**config.mk**
```make
export PLATFORM = sky130hd
export DESIGN_NAME = shef_out_queue
export DESIGN_NICKNAME = d
export VERILOG_FILES = /design/src/rtl/shef_pkg.sv /design/src/rtl/shef_out_queue.sv
export SDC_FILE = /design/constraint.sdc
export NUM_CORES = 1
export LEC_CHECK = 0
export ABC_CLOCK_PERIOD_IN_PS = 8750
export BUFFER_PORTS_ARGS = -buffer_cell sky130_fd_sc_hd__buf_2
export CELL_PAD_IN_SITES_DETAIL_PLACEMENT = 1
export CELL_PAD_IN_SITES_GLOBAL_PLACEMENT = 1
export CORE_UTILIZATION = 40
export DETAILED_ROUTE_END_ITERATION = 8
export PLACE_DENSITY = 0.72
export SLEW_MARGIN = 20
export SYNTH_ARGS = -nofsm -noshare
export SYNTH_HDL_FRONTEND = slang
export SYNTH_SLANG_ARGS = --single-unit
```
**constraint.sdc**
```tcl
create_clock -name i_clk -period 8.75 [get_ports i_clk]
set_input_delay 0.4375 -clock i_clk [delete_from_list [all_inputs] [get_ports i_clk]]
set_output_delay 0.4375 -clock i_clk [all_outputs]
set_load 0.05 [all_outputs]
```
**src/rtl/shef_pkg.sv**
```systemverilog
// shef_pkg: shared types, constants and arithmetic helpers for the
// horizontal sobel edge filter core; used by every module in rtl/
`default_nettype none

package shef_pkg;

    // register indexes on the configuration port
    localparam logic REG_IMAGE_WIDTH  = 1'b0;
    localparam logic REG_IMAGE_HEIGHT = 1'b1;

    // operation codes of an input beat
    localparam logic OP_PIXEL = 1'b0;
    localparam logic OP_FLUSH = 1'b1;

    localparam int          MAX_WIDTH_DEF = 256;
    localparam logic [8:0]  DIM_RESET     = 9'd256;
    localparam logic [8:0]  DIM_MIN       = 9'd2;
    localparam logic [7:0]  SAT_MAX       = 8'd255;
    localparam int          QUEUE_DEPTH   = 8;

    typedef struct packed {
        logic       operation;
        logic [7:0] red_in;
        logic [7:0] green_in;
        logic [7:0] blue_in;
    } t_in_beat;

    typedef struct packed {
        logic [7:0] red_out;
        logic [7:0] green_out;
        logic [7:0] blue_out;
        logic       run_last;
        logic       frame_last;
    } t_out_beat;

    typedef struct packed {
        logic [7:0] r;
        logic [7:0] g;
        logic [7:0] b;
    } t_pixel;

    // 1,2,1 weighted column sum per channel
    typedef struct packed {
        logic [9:0] r;
        logic [9:0] g;
        logic [9:0] b;
    } t_csum;

    typedef struct packed {
        logic load;
        logic clear;
    } t_cell_ctl;

    // two implies one
    typedef struct packed {
        logic one;
        logic two;
    } t_push;

    function automatic logic [9:0] wsum(input logic [7:0] a, input logic [7:0] b,
                                        input logic [7:0] c);
        return 10'(a) + {1'b0, b, 1'b0} + 10'(c);
    endfunction

    function automatic t_csum col_sum(input t_pixel top, input t_pixel mid,
                                      input t_pixel bot);
        t_csum s;
        s.r = wsum(top.r, mid.r, bot.r);
        s.g = wsum(top.g, mid.g, bot.g);
        s.b = wsum(top.b, mid.b, bot.b);
        return s;
    endfunction

    function automatic logic [7:0] sat_abs_diff(input logic [9:0] a, input logic [9:0] b);
        logic [10:0] d;
        logic [9:0]  m;
        d = {1'b0, a} - {1'b0, b};
        m = d[10] ? 10'(~d + 11'd1) : d[9:0];
        return (m > 10'(SAT_MAX)) ? SAT_MAX : m[7:0];
    endfunction

endpackage

`default_nettype wire

```
**src/rtl/shef_out_queue.sv**
```systemverilog
// shef_out_queue: small result queue taking up to two beats a cycle
// depends on shef_pkg
`default_nettype none

module shef_out_queue (
    input  wire logic                 i_clk,
    input  wire logic                 i_rst_n,
    input  wire shef_pkg::t_push      i_push,
    input  wire shef_pkg::t_out_beat  i_beat0,
    input  wire shef_pkg::t_out_beat  i_beat1,
    output logic                      o_valid,
    output shef_pkg::t_out_beat       o_beat,
    input  wire logic                 i_stall,
    output logic [$clog2(shef_pkg::QUEUE_DEPTH):0] o_count
);

    localparam int PW = $clog2(shef_pkg::QUEUE_DEPTH);

    shef_pkg::t_out_beat r_q [shef_pkg::QUEUE_DEPTH];
    logic [PW-1:0] r_wr_ptr;
    logic [PW-1:0] r_rd_ptr;
    logic [PW:0]   r_count;
    logic [PW:0]   n_count;
    logic [PW-1:0] n_wr_ptr;
    logic          pop;

    assign pop = o_valid && !i_stall;

    always_comb begin
        n_count  = r_count - (PW+1)'(pop);
        n_wr_ptr = r_wr_ptr;
        if (i_push.one) begin
            n_count  = n_count + (PW+1)'(1);
            n_wr_ptr = r_wr_ptr + PW'(1);
        end
        if (i_push.two) begin
            n_count  = n_count + (PW+1)'(1);
            n_wr_ptr = r_wr_ptr + PW'(2);
        end
    end

    always_ff @(posedge i_clk) begin
        if (i_push.one) begin
            r_q[r_wr_ptr] <= i_beat0;
        end
        if (i_push.two) begin
            r_q[r_wr_ptr + PW'(1)] <= i_beat1;
        end
    end

    always_ff @(posedge i_clk) begin
        if (!i_rst_n) begin
            r_wr_ptr <= '0;
            r_rd_ptr <= '0;
            r_count  <= '0;
        end else begin
            r_wr_ptr <= n_wr_ptr;
            r_count  <= n_count;
            if (pop) begin
                r_rd_ptr <= r_rd_ptr + PW'(1);
            end
        end
    end

    assign o_valid = (r_count != '0);
    assign o_beat  = r_q[r_rd_ptr];
    assign o_count = r_count;

endmodule

`default_nettype wire

```
=== After elaboration in Yosys (flattened, before gate mapping) ===
Memories as Yosys holds them, arrays and structs flattened. A register that Yosys moved wholly into a read port is not among the register bits.
Index checks and enable logic that the tools add are counted.
W data, S select, Z words.

* Memories: 1
* Input bits: 57
* Bits in registers: 10
* Output and inout port bits: 31
* Word-level logic and storage cells: 24
* RAM bits: 208

* Multiplexer cells: 10
* Add/subtract/negate cells: 6
* Reductions and logical operators: 4

{| class="wikitable"
|+ Memory list
! memory !! words !! bits a word !! read ports !! clocked after memory_dff !! write ports !! line !! source
|-
| r_q || 8 || 26 || 1 || 1 || 2 || shef_out_queue.sv:19 || <nowiki>shef_pkg::t_out_beat r_q [shef_pkg::QUEUE_DEPTH];</nowiki>
|}

{| class="wikitable"
|+ Operators by type and width
! kind !! number
|-
| $mux W3 || 4
|-
| $add A4 B1 Y4 const B || 2
|-
| $mux W4 || 2
|-
| $add A3 B1 Y3 const B || 2
|-
| $mux W1 || 4
|-
| $reduce_bool A4 Y1 || 1
|-
| $sub A4 B1 Y4 || 1
|-
| $add A3 B2 Y3 const B || 1
|-
| $reduce_bool A2 Y1 || 1
|-
| $logic_and A1 B1 Y1 || 1
|-
| $logic_not A1 Y1 || 1
|}

=== Depth between registers and ports, before layout ===
* Depth in word-level cells: 7
* Gate-level depth with buffers: 11
* Depth with buffers taken out: 11

=== Least setup slack after synthesis ===
OpenSTA, ideal clock, no wires.

* Path type: input to register
* Start: in i_push[1] (netlist name)
* End: mem r_q[6][0] (netlist name), enable pin
* Arrival: 2.647 ns
* Required time: 8.305 ns
* Buffers on the path: 1
* Stages: 3
* Slack: 5.658 ns
* Cells stage by stage: clkbuf_1 nand2_1 o21ai_0

{| class="wikitable"
|+ RTL lines
! item !! line !! source
|-
| start, declared || shef_out_queue.sv:8 || <nowiki>input wire shef_pkg::t_push i_push,</nowiki>
|-
| end, declared || shef_out_queue.sv:19 ||
|}

==> metrics.yaml <==
status:
  outcome: "finished, final reports clean"
route:
  postRouteAntennaNets: 0
  post_drt_wl_per_cell_um: 24.68
  via_per_inst: 5.616
  vias: 6301
  drtIter0Drc: 478
  routed_wl_mm: 27.69
  route.detailed.drc: 0
  firstDrtPassIters: 4
clock_network:
  cts_max_level: 1
  clk_pin_slew_worst_paths_ns: 0.06
  cts_sinks: 221
  post_cts_buffers: 0
  cts-hold-fix-buffers: 0
  cts_made_buffers: 25
  post_cts_resized: 0
  clock_latency_ns: 0.52
  root_buffer: "clkbuf_16"
  cts_tree: "yes"
  cts.path.max_buffers: 3
logic_synthesis:
  syn-num-nets: 709
  synthesis.area_um2: 11240
  ys_seq_elements: 221
  synth_cells: 643
  yosys_warnings: 0
  postSynth.asyncResetShare: 0
  syn_area_per_cell_um2: 17.48
  synth_ff_type: "edfxtp_1"
  ys_types: 42
  seq_area_frac_synth: 0.5790
  synth_edf_count: 208
floorplan:
  rows: 60
  io_pins: 88
  dieArea_um2: 28770
  die_h_um: 169.6
  dieWidth_um: 169.6
  start_util: 0.4124
  core_area_um2: 27250
sta:
  tns_ns: 0
  period_minus_slack_ns: 3.659
  max-slew-margin-rel: 0.2838
  finalMaxSlewViolations: 0
  clock_skew_ns: 0.01243
  hold_viol_final: 0
  fmax_ghz: 0.2733
  setup_viol: 0
  max_slew.worst_pin.slew_ns: 1.074
  grt_setup_unrepaired: "no"
  finalCritPeriodShare: 0.4182
critical_path:
  end_kind: "flop"
  crit_family: "simple AND/OR/NAND/NOR gates"
  start_kind: "flop"
  cp.required_ns: 8.94
  criticalPathCategory: "reg2reg"
  r2r-start: "r_wr_ptr[0]$_SDFFE_PN0P_"
  cp_slowest_cell: "nand3_2"
  max_stage_delay_ns: 0.74
  ff2ff_path_depth: 5
  critical_path.max_fanout: 27
  worst-path-stages: 5
  startpoint: "r_wr_ptr[0]$_SDFFE_PN0P_"
  r2r_end: "r_q[7][25]$_DFFE_PP_"
  crit_chain: "ha_1 -> xor2_2 -> nand3_2 -> nand2_1 -> buf_4"
  crit_buf_inv: 1
  worstPathArrival_ns: 3.85
  crit_path_end: "r_q[7][25]$_DFFE_PP_"
  regToRegSetupSlack_ns: 5.09
global_route:
  grt_pass1_vias: 6946
  grt.total_usage: 0.1961
  gr-total-overflow: 0
  grt_max_degree: 53
  antenna_found_initial: 2
  grt_first_pass_wirelength_mm: 42.21
place:
  dpl_cell_area_um2: 12040
  gp_congestion: 0.7443
  place.port_buffers: 87
  dp.final_hpwl_mm: 16.39
  dp.cells: 1077
layout:
  syn_to_final_growth_pct: 13.83
  design_area_um2: 12790
  nets: 798
  nFillCells: 2618
  antennaDiodeCount: 0
  instances_no_fill: 1122
  fin_util: 0.4694
  final_cell_mix: "233 x mux2_2, 208 x edfxtp_1, 87 x buf_2"
  drive_gt1_frac: 0.5880
  final_common_cell: "mux2_2"
power_and_ir_drop:
  p_per_area_nw_per_um2: 240.9
  power_leakage_uw: 0.004305
  max-vdd-ir-drop_v: 0.0001603
run:
  cap_violations: 0
hold_path:
  min_from: "i_rst_n"
  hold_class: "in2reg"
==> cell usage after synthesis, types with 3 or more instances <==
| cell type | instances | area share |
|---|---|---|
| nor2_1 | 11 | 0.0037 |
| xnor2_1 | 4 | 0.0031 |
| ha_1 | 9 | 0.010 |
| edfxtp_1 | 208 | 0.56 |
| o21ai_0 | 3 | 0.0013 |
| inv_1 | 7 | 0.0023 |
| nor2b_1 | 5 | 0.0028 |
| a21o_1 | 3 | 0.0020 |
| dfxtp_1 | 13 | 0.023 |
| xor2_1 | 5 | 0.0039 |
| buf_2 | 9 | 0.0040 |
| nand2_1 | 14 | 0.0047 |
| clkbuf_1 | 11 | 0.0037 |
| buf_6 | 3 | 0.0030 |
| a21oi_1 | 5 | 0.0022 |
| nand3_1 | 4 | 0.0018 |
| mux4_2 | 52 | 0.10 |
| buf_4 | 10 | 0.0067 |
| mux2_2 | 233 | 0.23 |
| buf_1 | 3 | 0.0010 |
==> per-layer routing <==
layer  vias up  part of all wire  GRT usage
li1       2768                 -          -
met1      3323              0.41     0.2574
met2       168              0.51     0.3403
met3        38             0.058    0.03055
met4         4             0.017    0.04544
met5         -           0.00079          0
==> power by group <==
part           switching [uW]  internal, uW  total, uW  leakage, uW
clock                     414           554        967     0.000367
sequential               59.8          1250       1310      0.00202
combinational             480           325        805      0.00192
==> logic make-up after synthesis <==
group           after synthesis  share of synthesized area
buf+inv                      44                    0.02138
flops                       221                     0.5790
compound gates               17                    0.01035
fa+ha+maj                     9                    0.01002
simple gates                 53                    0.02884
xor+xnor                     11                   0.009910
mux                         288                     0.3405
==> cell type report <==
class                           instances  area [um2]  share of cell area
Multi-Input combinational cell        378        4508              0.3524
Clock inverter                         11       57.56            0.004500
Tap cell                              372       465.4             0.03639
Inverter                                7       26.28            0.002054
Sequential cell                       221        6514              0.5092
Clock buffer                           34       694.4             0.05429
Timing Repair Buffer                   99       525.5             0.04108
==> flip-flops by register name (all words and copies together) (netlist names), named ones only <==
name	cells
r_q	208
r_wr_ptr	3
r_rd_ptr	3
o_count	4
==> stage by stage <==
stage	power, uW	worst slack (ns)	hold slack [ns]
2_1_floorplan	1927	5.658	0.4725
3_3_place_gp	2112	5.146	0.4865
3_5_place_dp	2145	5.001	0.5094
4_1_cts	3111	4.998	0.1565
5_1_grt	3197	4.828	0.1663
6_report	3082	5.091	0.1673
==> worst min-delay path by stage <==
stage	endpoint	slack, ns	cells after the start
floorplan	flop	0.47	2
finish	o_count[0]$_SDFF_PN0_	0.17	2
CTS	o_count[0]$_SDFF_PN0_	0.16	2
detailed placement	r_rd_ptr[2]$_SDFFE_PN0P_	0.51	2
global route	o_count[0]$_SDFF_PN0_	0.17	2
global placement	r_rd_ptr[2]$_SDFFE_PN0P_	0.49	2
==> worst reg2reg max path, delay by kind of cell, from the launching register on <==
kind                       cells  cell delay [ns]
xor gates and xnor gates       1             0.43
adders and majority gates      1             0.38
buffers and inverters          1             0.39
DFF                            1             0.66
and+or+nand+nor                2             1.47
(Power assumes the default switching activity.)
