## config.mk

```make
export PLATFORM = sky130hd
export DESIGN_NAME = shef_col_cell
export DESIGN_NICKNAME = d
export VERILOG_FILES = /design/src/rtl/shef_pkg.sv /design/src/rtl/shef_col_cell.sv
export SDC_FILE = /design/constraint.sdc
export NUM_CORES = 1
export LEC_CHECK = 0
export ABC_AREA = 1
export BUFFER_PORTS_ARGS = -buffer_cell sky130_fd_sc_hd__clkbuf_2
export CORE_MARGIN = 2
export CORE_UTILIZATION = 30
export CTS_CLUSTER_DIAMETER = 60
export DETAILED_ROUTE_END_ITERATION = 10
export GPL_TIMING_DRIVEN = 0
export SETUP_SLACK_MARGIN = 0.2
export SLEW_MARGIN = 20
export SYNTH_ARGS = -nofsm -noshare
export SYNTH_HDL_FRONTEND = slang
export SYNTH_SLANG_ARGS = --single-unit
```

## constraint.sdc

```tcl
create_clock -name i_clk -period 0.8 [get_ports i_clk]
set_input_delay 0.04 -clock i_clk [delete_from_list [all_inputs] [get_ports i_clk]]
set_output_delay 0.04 -clock i_clk [all_outputs]
set_load 0.02 [all_outputs]
```

## src/rtl/shef_pkg.sv

```systemverilog
// shef_pkg: shared types, constants and arithmetic helpers for the
// horizontal sobel edge filter core; used by every module in rtl/
`default_nettype none

package shef_pkg;

    // register indexes on the configuration port
    localparam logic REG_IMAGE_WIDTH  = 1'b0;
    localparam logic REG_IMAGE_HEIGHT = 1'b1;

    // operation codes of an input beat
    localparam logic OP_PIXEL = 1'b0;
    localparam logic OP_FLUSH = 1'b1;

    localparam int          MAX_WIDTH_DEF = 256;
    localparam logic [8:0]  DIM_RESET     = 9'd256;
    localparam logic [8:0]  DIM_MIN       = 9'd2;
    localparam logic [7:0]  SAT_MAX       = 8'd255;
    localparam int          QUEUE_DEPTH   = 8;

    typedef struct packed {
        logic       operation;
        logic [7:0] red_in;
        logic [7:0] green_in;
        logic [7:0] blue_in;
    } t_in_beat;

    typedef struct packed {
        logic [7:0] red_out;
        logic [7:0] green_out;
        logic [7:0] blue_out;
        logic       run_last;
        logic       frame_last;
    } t_out_beat;

    typedef struct packed {
        logic [7:0] r;
        logic [7:0] g;
        logic [7:0] b;
    } t_pixel;

    // 1,2,1 weighted column sum per channel
    typedef struct packed {
        logic [9:0] r;
        logic [9:0] g;
        logic [9:0] b;
    } t_csum;

    typedef struct packed {
        logic load;
        logic clear;
    } t_cell_ctl;

    // two implies one
    typedef struct packed {
        logic one;
        logic two;
    } t_push;

    function automatic logic [9:0] wsum(input logic [7:0] a, input logic [7:0] b,
                                        input logic [7:0] c);
        return 10'(a) + {1'b0, b, 1'b0} + 10'(c);
    endfunction

    function automatic t_csum col_sum(input t_pixel top, input t_pixel mid,
                                      input t_pixel bot);
        t_csum s;
        s.r = wsum(top.r, mid.r, bot.r);
        s.g = wsum(top.g, mid.g, bot.g);
        s.b = wsum(top.b, mid.b, bot.b);
        return s;
    endfunction

    function automatic logic [7:0] sat_abs_diff(input logic [9:0] a, input logic [9:0] b);
        logic [10:0] d;
        logic [9:0]  m;
        d = {1'b0, a} - {1'b0, b};
        m = d[10] ? 10'(~d + 11'd1) : d[9:0];
        return (m > 10'(SAT_MAX)) ? SAT_MAX : m[7:0];
    endfunction

endpackage

`default_nettype wire

```

## src/rtl/shef_col_cell.sv

```systemverilog
// shef_col_cell: one window column of the 3x3 window, held as its weighted sums
// depends on shef_pkg
`default_nettype none

module shef_col_cell (
    input  wire logic               i_clk,
    input  wire shef_pkg::t_cell_ctl i_ctl,
    input  wire shef_pkg::t_csum    i_sum,
    output shef_pkg::t_csum         o_sum
);

    shef_pkg::t_csum r_sum;

    always_ff @(posedge i_clk) begin
        if (i_ctl.load) begin
            r_sum <= i_ctl.clear ? '0 : i_sum;
        end
    end

    assign o_sum = r_sum;

endmodule

`default_nettype wire

```

; ---- After elaboration in Yosys (flattened, before gate mapping)
; Index checks and enable logic that the tools add are counted.
; Widths: inputs -> output; s select.
[totals]
register_bits = 30
output_inout_bits = 30
word_cells = 3

; ---- Longest topological paths before layout
; Gate-level depths: netlist (run 1).
[logic_depth]
ltp_word = 0
ltp_mapped = 2
depth_no_buf = 2

; ---- Least setup slack after synthesis (run 1)
; No wires, ideal clock.
[synth_path]
kind = flip-flop to output port
startpoint = register r_sum (netlist bit o_sum[0])
endpoint = output port o_sum[0] (netlist bit)
arrival_ns = 0.449
t_required_ns = 0.760
slack_ns = 0.311
path_stages_with_launch = 1
n_path_buf = 0
cell_sequence = edfxtp_1
[synth_rtl]
columns = item, line
row1 = "start, declared", shef_col_cell.sv:12  ; shef_pkg::t_csum r_sum;
row2 = "start signal, assigned", shef_col_cell.sv:16  ; r_sum <= i_ctl.clear ? '0 : i_sum;
row3 = "end, declared", shef_col_cell.sv:9  ; output shef_pkg::t_csum o_sum
; No word-level cell between the ends.

; ---- Final worst setup path (run 1)
[layout_path]
startpoint = register r_sum (netlist bit o_sum[25])
endpoint = output port o_sum[25] (netlist bit)
; No word-level cell between the ends.

==> flow_summary_export.csv, run 1 <==
group,metric,value,unit
status,status,"finished with violations",
status,violations,"negative setup slack",
timing,setup_ws,-0.05955,ns
hold_path,worstHoldPathCells,3,
hold_path,hold_start,"i_sum[7]",
detailed_routing,postRouteWirelength,2.147,mm
synthesis,yosys.area_share.simple,9.709,%
grt,grt_use_met2,17.63,%
placement,numPortBuffers,61,
setup_path,critPathBufInv,1,
clocking,htreeDepth,2,
finish,fillers,358,
finish,largest_reg_flops,30,
floorplan,die-area,0.004380,sq mm
hold_path,hold_path_end,"o_sum[7]",
grt,overflow,0,
power_and_ir_drop,clockPowerShare,30.4,%
power_and_ir_drop,p_comb_share,15.4,%
detailed_routing,ant_nets,0,
setup_path,slowest_delay,0.40,ns
clocking,tritoncts,"built",
grt,grt_pass1_wl,3.263,mm
clocking,cts-buffers-inserted,5,
timing,setup_viol,30,
floorplan,io_pins,63,
synthesis,syn-num-nets,126,
setup_path,crit_chain,"buf_6",
finish,instances_no_fill,209,
power_and_ir_drop,vdd_drop_max,0.8024,mV
detailed_routing,route.detailed.drc,0,
synthesis,syn_area_per_cell,12.47,sq um
flow_run,maxCapViolations,0,
floorplan,rows,22,
clocking,cts_hold_buf,0,
timing,finalCritPeriodShare,107.4,%
synthesis,ys_ff_latch,30,
floorplan,core,0.003689,sq mm
detailed_routing,viasPerCell,3.852,
detailed_routing,drt-pass1-iter-count,4,
timing,maxSlewViolCount,0,
power_and_ir_drop,cellPowerDensity,2074,mW/mm^2
timing,slew_headroom,72.63,%
detailed_routing,drt_iter0_markers,41,
synthesis,ys_seq_area_share,77.67,%
synthesis,synth_top_family_by_area,"buffers and inverters",
synthesis,muxShareOfSynthArea,0,%
synthesis,synthXorXnorAreaFrac,0,%
timing,setup_tns,-0.8983,ns
placement,dp.cells,202,
timing,fin_crit,0.8596,ns
grt,grt_pass1_vias,799,
synthesis,synth_compound_area_share,0,%
synthesis,syn_inst,93,
synthesis,ys_types,4,
finish,finalNetCount,194,
floorplan,start_util,31.45,%
grt,grt_max_degree,31,
power_and_ir_drop,leakagePower,0.8456,nW
setup_path,arrival,0.82,ns
finish,drive_above_1_share,42.86,%
hold_path,hp-class,"input pin to flop",
setup_path,cp_max_fo,1,
finish,diodes,0,
timing,final_hold_viol_count,0,
setup_path,crit_family,"flip-flops",
synthesis,synth_warnings,0,
setup_path,endpoint_kind,"primary output",
clocking,cts-root-buf,"clkbuf_8",
power_and_ir_drop,intPower,0.002715,W
setup_path,cp.required,0.76,ns
timing,worstMarginPinSlew,0.4106,ns
setup_path,critPathLaunchType,"flop",
grt,antenna_found_initial,0,
placement,gp_congestion,0.6649,
setup_path,critPathKind,"flop to primary output",
clocking,clk_pin_slew,0.06,ns
synthesis,syn_area,0.001160,sq mm
clocking,ctsLongestPathBuffers,2,
power_and_ir_drop,power_switching,0.0008199,W
setup_path,slowest_stage,"edfxtp_1",
placement,post-dp-hpwl,1.582,mm
grt,met1_usage,10.45,%
timing,rsz0062_at_grt,"yes",
synthesis,synth_adder_area_share,0,%
timing,max_freq,1163,MHz
grt,grt.busiest_layer,"met2",
grt,grtUsageTotal,10.54,%
finish,area_growth,46.93,%
power_and_ir_drop,swShare,23.19,%
power_and_ir_drop,seqPwrFrac,54.1,%
floorplan,dieHeight,66.18,um
floorplan,die_width,66.18,um
detailed_routing,vias,805,
clocking,clock_sinks,30,
finish,layout_common_cells,"inv_1, nor2_1, clkbuf_2, edfxtp_1, buf_6",
detailed_routing,post_drt_wl_per_cell,10.27,um
grt,grtUsageMet3,3.237,%
## synth_stat cells
cell type,number,area [sq um]
buf_6,3,33.78
edfxtp_1,30,900.9
inv_1,30,112.6
nor2_1,30,112.6
## area by class of cell
class,instances,area (sq um),area share (%)
clock buffers,7,76.32,4.479
plain buffers,3,33.78,1.982
inverters,30,112.6,6.608
repair buffers,61,407.9,23.94
multi-input cells,30,112.6,6.608
flip-flops and latches,30,900.9,52.86
well taps,48,60.06,3.524
## logic make-up (layout without fill, tap and decap cells)
family,count (synthesis),in the layout
flops,30,30
buf+inv,33,101
simple gates,30,30
## power groups by stage
| stage | sequential, W | combinational (W) | clock (W) |
|---|---|---|---|
| floorplan | 0.00210 | 0.0000861 | 0 |
| global placement | 0.00193 | 0.000469 | 0 |
| detailed placement | 0.00193 | 0.000477 | 0 |
| CTS | 0.00190 | 0.000480 | 0.00113 |
| global route | 0.00192 | 0.000589 | 0.00119 |
| finish | 0.00191 | 0.000546 | 0.00108 |
## how the worst max path moves through the flow
stage	startpoint	endpoint	depth (start not counted)
2_1_floorplan	o_sum[0]	o_sum[0]	0
3_3_place_gp	i_ctl[1]	o_sum[4]	1
3_5_place_dp	i_ctl[1]	o_sum[29]	1
4_1_cts	o_sum[18]	o_sum[18]	1
5_1_grt	o_sum[25]	o_sum[25]	1
6_report	o_sum[25]	o_sum[25]	1
## routing by layer
layer	share of wire (%)	wire length (um)
met5	0	0
met4	3.4	73
met3	7.5	162
met2	51	1094
met1	38	816
## metrics by stage
stage / total power [W] / setup WS [ns] / utilization (%) / hold slack [ns] / instance area, sq um
final: 0.003535 / -0.05955 / 46.20 / 0.04647 / 1704
after CTS: 0.003509 / -0.07306 / 43.49 / 0.03928 / 1604
after global routing: 0.003706 / -0.09294 / 46.20 / 0.04012 / 1704
after global placement: 0.002400 / -0.1849 / 41.35 / 0.3203 / 1525
after floorplan: 0.002184 / 0.3105 / - / 0.1525 / 1160
after detailed placement: 0.002412 / -0.2015 / 41.35 / 0.3269 / 1525
## repair_timing
item	4_1_cts	5_1_grt
setup buffers	0	0
cloned	0	0
endpoints found under the setup margin	60	30
hold endpoints to repair	0	0
gates resized for setup	1	62
(Power assumes the default switching activity.)
==> run 2, diff against run 1 <==
Settings changed: ABC_AREA 1 to unset.
==> run 2 against run 1 <==
  * The run still ends with negative setup slack left
  * Sequential power barely moved
  * Hold slack gained 0.0037 ns
  * Sequential share of layout area down 0.58 points
  * Critical endpoint unchanged
  * Largest power group unchanged
==> flow_summary_export.csv, run 2 <==
group,metric,value,unit
finish,diodes,0,
floorplan,die_width,66.78,um
synthesis,syn_area,0.001182,sq mm
floorplan,core,0.003716,sq mm
setup_path,arrival,0.82,ns
timing,fin_crit,0.8649,ns
clocking,clk_pin_slew,0.06,ns
clocking,cts_hold_buf,0,
synthesis,synth_common_cells,"edfxtp_1, nor2b_2, nor2b_1",
finish,area_growth,45.71,%
power_and_ir_drop,cellPowerDensity,2070,mW/mm^2
grt,grt_pass1_wl,3.029,mm
power_and_ir_drop,leakagePower,0.7203,nW
setup_path,endpoint_kind,"primary output",
finish,instances_no_fill,179,
status,status,"finished with violations",
grt,grtUsageTotal,9.899,%
clocking,tritoncts,"built",
setup_path,crit_chain,"buf_2",
placement,post-dp-hpwl,1.627,mm
detailed_routing,viasPerCell,4.128,
clocking,cts-buffers-inserted,5,
synthesis,ys_seq_area_share,76.19,%
setup_path,slowest_delay,0.38,ns
setup_path,cp_max_fo,1,
status,violations,"negative setup slack",
power_and_ir_drop,intPower,0.002722,W
flow_run,maxCapViolations,0,
setup_path,slowest_stage,"edfxtp_1",
setup_path,cp.required,0.76,ns
hold_path,hp-class,"input pin to flop",
finish,drive_above_1_share,72.52,%
synthesis,ys_types,4,
timing,maxSlewViolCount,0,
synthesis,synth_top_area_cell,"edfxtp_1",
synthesis,yosys-top-cells-area,"edfxtp_1, nor2b_2, nor2b_1",
power_and_ir_drop,clockPowerShare,30.8,%
timing,hold_slack,0.05015,ns
floorplan,dieHeight,66.78,um
finish,finalNetCount,164,
setup_path,critPathKind,"flop to primary output",
timing,setup_ws,-0.06488,ns
finish,largest_reg_flops,30,
detailed_routing,route.detailed.drc,0,
timing,max_freq,1156,MHz
setup_path,critPathLaunchType,"flop",
detailed_routing,ant_nets,0,
setup_path,crit_family,"flip-flops",
synthesis,syn-num-nets,96,
finish,layout_common_cells,"clkbuf_2, edfxtp_1, nor2b_2, buf_6, buf_2",
timing,rsz0062_at_grt,"yes",
detailed_routing,drt-pass1-iter-count,4,
timing,worstMarginPinSlew,0.4188,ns
clocking,htreeDepth,2,
clocking,ctsLongestPathBuffers,2,
synthesis,synth_edf_count,30,
floorplan,rows,22,
setup_path,critPathBufInv,1,
grt,antenna_found_initial,0,
power_and_ir_drop,p_comb_share,15.6,%
grt,overflow,0,
timing,setup_tns,-1.060,ns
synthesis,async_flop_share,0,%
floorplan,die-area,0.004460,sq mm
synthesis,syn_area_per_cell,18.77,sq um
synthesis,yosysTopAreaCellShare,76.19,%
timing,setup_viol,30,
detailed_routing,post_drt_wl_per_cell,12.13,um
synthesis,ys.flop_type,"edfxtp_1",
timing,slew_headroom,72.08,%
detailed_routing,vias,739,
floorplan,io_pins,63,
power_and_ir_drop,vdd_drop_max,0.6815,mV
clocking,clock_sinks,30,
power_and_ir_drop,p_total,0.003566,W
synthesis,synth_warnings,0,
power_and_ir_drop,swShare,23.68,%
finish,fillers,358,
power_and_ir_drop,power_switching,0.0008445,W
grt,grt_max_degree,31,
grt,grt_pass1_vias,688,
detailed_routing,drt_iter0_markers,27,
placement,numPortBuffers,61,
synthesis,synth_most_common_cell,"edfxtp_1",
finish,regArea,900.9,sq um
placement,gp_congestion,0.6540,
clocking,cts-root-buf,"clkbuf_8",
synthesis,ys_ff_latch,30,
timing,final_hold_viol_count,0,
floorplan,start_util,31.82,%
power_and_ir_drop,seqPwrFrac,53.6,%
finish,utilization,46.36,%
timing,finalCritPeriodShare,108.1,%
synthesis,syn_inst,63,
finish,multi_input_area,247.7,sq um
placement,dp.cells,172,
detailed_routing,postRouteWirelength,2.171,mm
==> run 2: power by group through the flow <==
stage	registers [W]	clock network, W	logic, W
floorplan	0.00210	0	0.000107
CTS	0.00190	0.00115	0.000495
global placement	0.00193	0	0.000484
finish	0.00191	0.00110	0.000556
detailed placement	0.00194	0	0.000492
global route	0.00192	0.00122	0.000592
==> run 2: per-layer routing <==
layer	vias to the layer above	share of wire [%]	track usage (%)
met2	43	50	16.63
met4	0	2.5	7.653
met3	5	11	3.209
met5	-	0	0
li1	351	-	-
met1	340	36	10.09
==> run 2: what timing repair did <==
| item | in CTS | in global routing |
|---|---|---|
| buffers inserted | 0 | 0 |
| hold endpoints to repair | 0 | 0 |
| setup endpoints to repair | 60 | 30 |
| cloned | 0 | 0 |
| gates resized for setup | 1 | 60 |
==> run 2: cell type report <==
class                      instances  area share (%)
sequential                        30           52.29
buffer                             3           1.961
clock inverter                     2          0.5810
clock buffer                       5           3.994
tap                               48           3.486
multi-input combinational         30           14.38
timing repair buffer              61           23.31
==> run 2: kinds of logic after synthesis <==
logic type / synth area share [%]
simple gates: 20.95
buf+inv: 2.857
flops: 76.19
==> run 2: worst paths after layout <==
check | slack [ns] | endpoint | from | cells after the start
worst max-delay path | -0.06 | o_sum[25] | o_sum[25] | 1
worst min-delay path | 0.05 | o_sum[26] | i_sum[26] | 2
==> run 2: stage by stage <==
| step | setup slack [ns] | instance area [sq um] |
|---|---|---|
| after detailed placement | -0.2280 | 1548 |
| final | -0.06488 | 1723 |
| after global placement | -0.1877 | 1548 |
| after CTS | -0.07952 | 1629 |
| after floorplan | 0.3105 | 1182 |
| after global routing | -0.08933 | 1723 |
==> run 3, diff against run 2 <==
Settings changed: RECOVER_POWER set to 100.
==> run 3 against run 2 <==
  * The run still ends with negative setup slack left
  * Critical path depth did not move
  * Power shrank 0.29%
  * Design area decreased by 1.3%
  * Clock power about the same
  * First-iteration DRC count rose by 3.7%
  * Utilization fell by 0.61 points
  * Sequential power is essentially flat
  * Critical path type unchanged
  * Critical endpoint unchanged
==> flow_summary_export.csv, run 3 (same netlist as run 2, synthesis figures left out) <==
group,metric,value,unit
finish,drive_above_1_share,69.47,%
status,violations,"negative setup slack",
finish,multi_input_area,242.7,sq um
timing,fin_crit,0.8649,ns
clocking,clk_pin_slew,0.06,ns
setup_path,critPathBufInv,1,
clocking,cts_hold_buf,0,
setup_path,arrival,0.82,ns
placement,placed_area,0.001548,sq mm
detailed_routing,viasPerCell,4.123,
timing,setup_viol,30,
finish,diodes,0,
clocking,htreeDepth,2,
hold_path,worstHoldPathCells,2,
detailed_routing,drt-pass1-iter-count,4,
timing,slew_headroom,50.06,%
setup_path,endpoint_kind,"primary output",
detailed_routing,post_drt_wl_per_cell,12.15,um
setup_path,critPathLaunchType,"flop",
finish,largest_reg_flops,30,
setup_path,slowest_stage,"edfxtp_1",
power_and_ir_drop,p_total,0.003556,W
finish,finalNetCount,164,
floorplan,die_width,66.78,um
timing,max_freq,1156,MHz
finish,instances_no_fill,179,
hold_path,hp-class,"input pin to flop",
timing,finalCritPeriodShare,108.1,%
clocking,clock_sinks,30,
grt,antenna_found_initial,0,
clocking,cts_resized,1,
clocking,cts-buffers-inserted,5,
detailed_routing,ant_nets,0,
finish,fin_area,0.001700,sq mm
grt,grt_max_degree,31,
finish,fillers,362,
floorplan,die-area,0.004460,sq mm
floorplan,core,0.003716,sq mm
placement,numPortBuffers,61,
clocking,cts-root-buf,"clkbuf_8",
power_and_ir_drop,cellPowerDensity,2091,mW/mm^2
floorplan,dieHeight,66.78,um
setup_path,crit_family,"flip-flops",
placement,gp_congestion,0.6540,
timing,rsz0062_at_grt,"yes",
detailed_routing,drt_iter0_markers,28,
setup_path,critPathKind,"flop to primary output",
floorplan,start_util,31.82,%
timing,worstMarginPinSlew,0.7491,ns
detailed_routing,postRouteWirelength,2.174,mm
setup_path,slowest_delay,0.38,ns
finish,layout_common_cells,"clkbuf_2, edfxtp_1, nor2b_2, buf_6, buf_2",
finish,area_growth,43.81,%
clocking,tritoncts,"built",
finish,regArea,900.9,sq um
setup_path,cp.required,0.76,ns
grt,grtUsageTotal,9.899,%
clocking,ctsLongestPathBuffers,2,
finish,layout_commonest_cell,"clkbuf_2",
placement,post-dp-hpwl,1.627,mm
clocking,postCtsSetupBuffers,0,
flow_run,maxCapViolations,0,
power_and_ir_drop,leakagePower,0.7080,nW
power_and_ir_drop,vdd_drop_max,0.6793,mV
status,status,"finished with violations",
placement,dp.cells,172,
floorplan,io_pins,63,
grt,overflow,0,
timing,final_hold_viol_count,0,
detailed_routing,vias,738,
floorplan,rows,22,
timing,maxSlewViolCount,0,
timing,setup_tns,-1.059,ns
setup_path,cp_num_cells,1,
timing,hold_slack,0.05016,ns
setup_path,cp_max_fo,1,
grt,grt_pass1_wl,3.029,mm
grt,grt_pass1_vias,688,
timing,setup_ws,-0.06486,ns
setup_path,crit_chain,"buf_2",
detailed_routing,route.detailed.drc,0,
## run 3: layout make-up
class	count	share of cell area [%]
well taps	48	3.532
plain buffers	3	1.104
repair buffers	61	23.47
clock inverters	2	0.5887
clock buffers	5	4.047
multi-input cells	30	14.28
flip-flops and latches	30	52.98
## run 3: stage by stage
stage	worst slack, ns	util [%]
floorplan	0.3105	-
global placement	-0.1877	41.65
detailed placement	-0.2280	41.65
CTS	-0.07952	43.84
global route	-0.08933	45.76
finish	-0.06486	45.76
## run 3: where the power goes
group	leakage, nW	internal (W)	switching [W]
clock network	0.0438	0.000581	0.000517
registers	0.289	0.00187	0.0000410
logic	0.375	0.000259	0.000286
## run 3: final timing paths
check                   end       from  slack [ns]
setup / recovery  o_sum[25]  o_sum[25]       -0.06
hold / removal    o_sum[26]  i_sum[26]        0.05
## run 3: metal layers
layer	global-route usage, %	vias to the layer above	routed length, um
met4	7.653	0	55
met1	10.09	339	797
met3	3.209	5	231
li1	-	351	-
met5	0	-	0
met2	16.63	43	1090
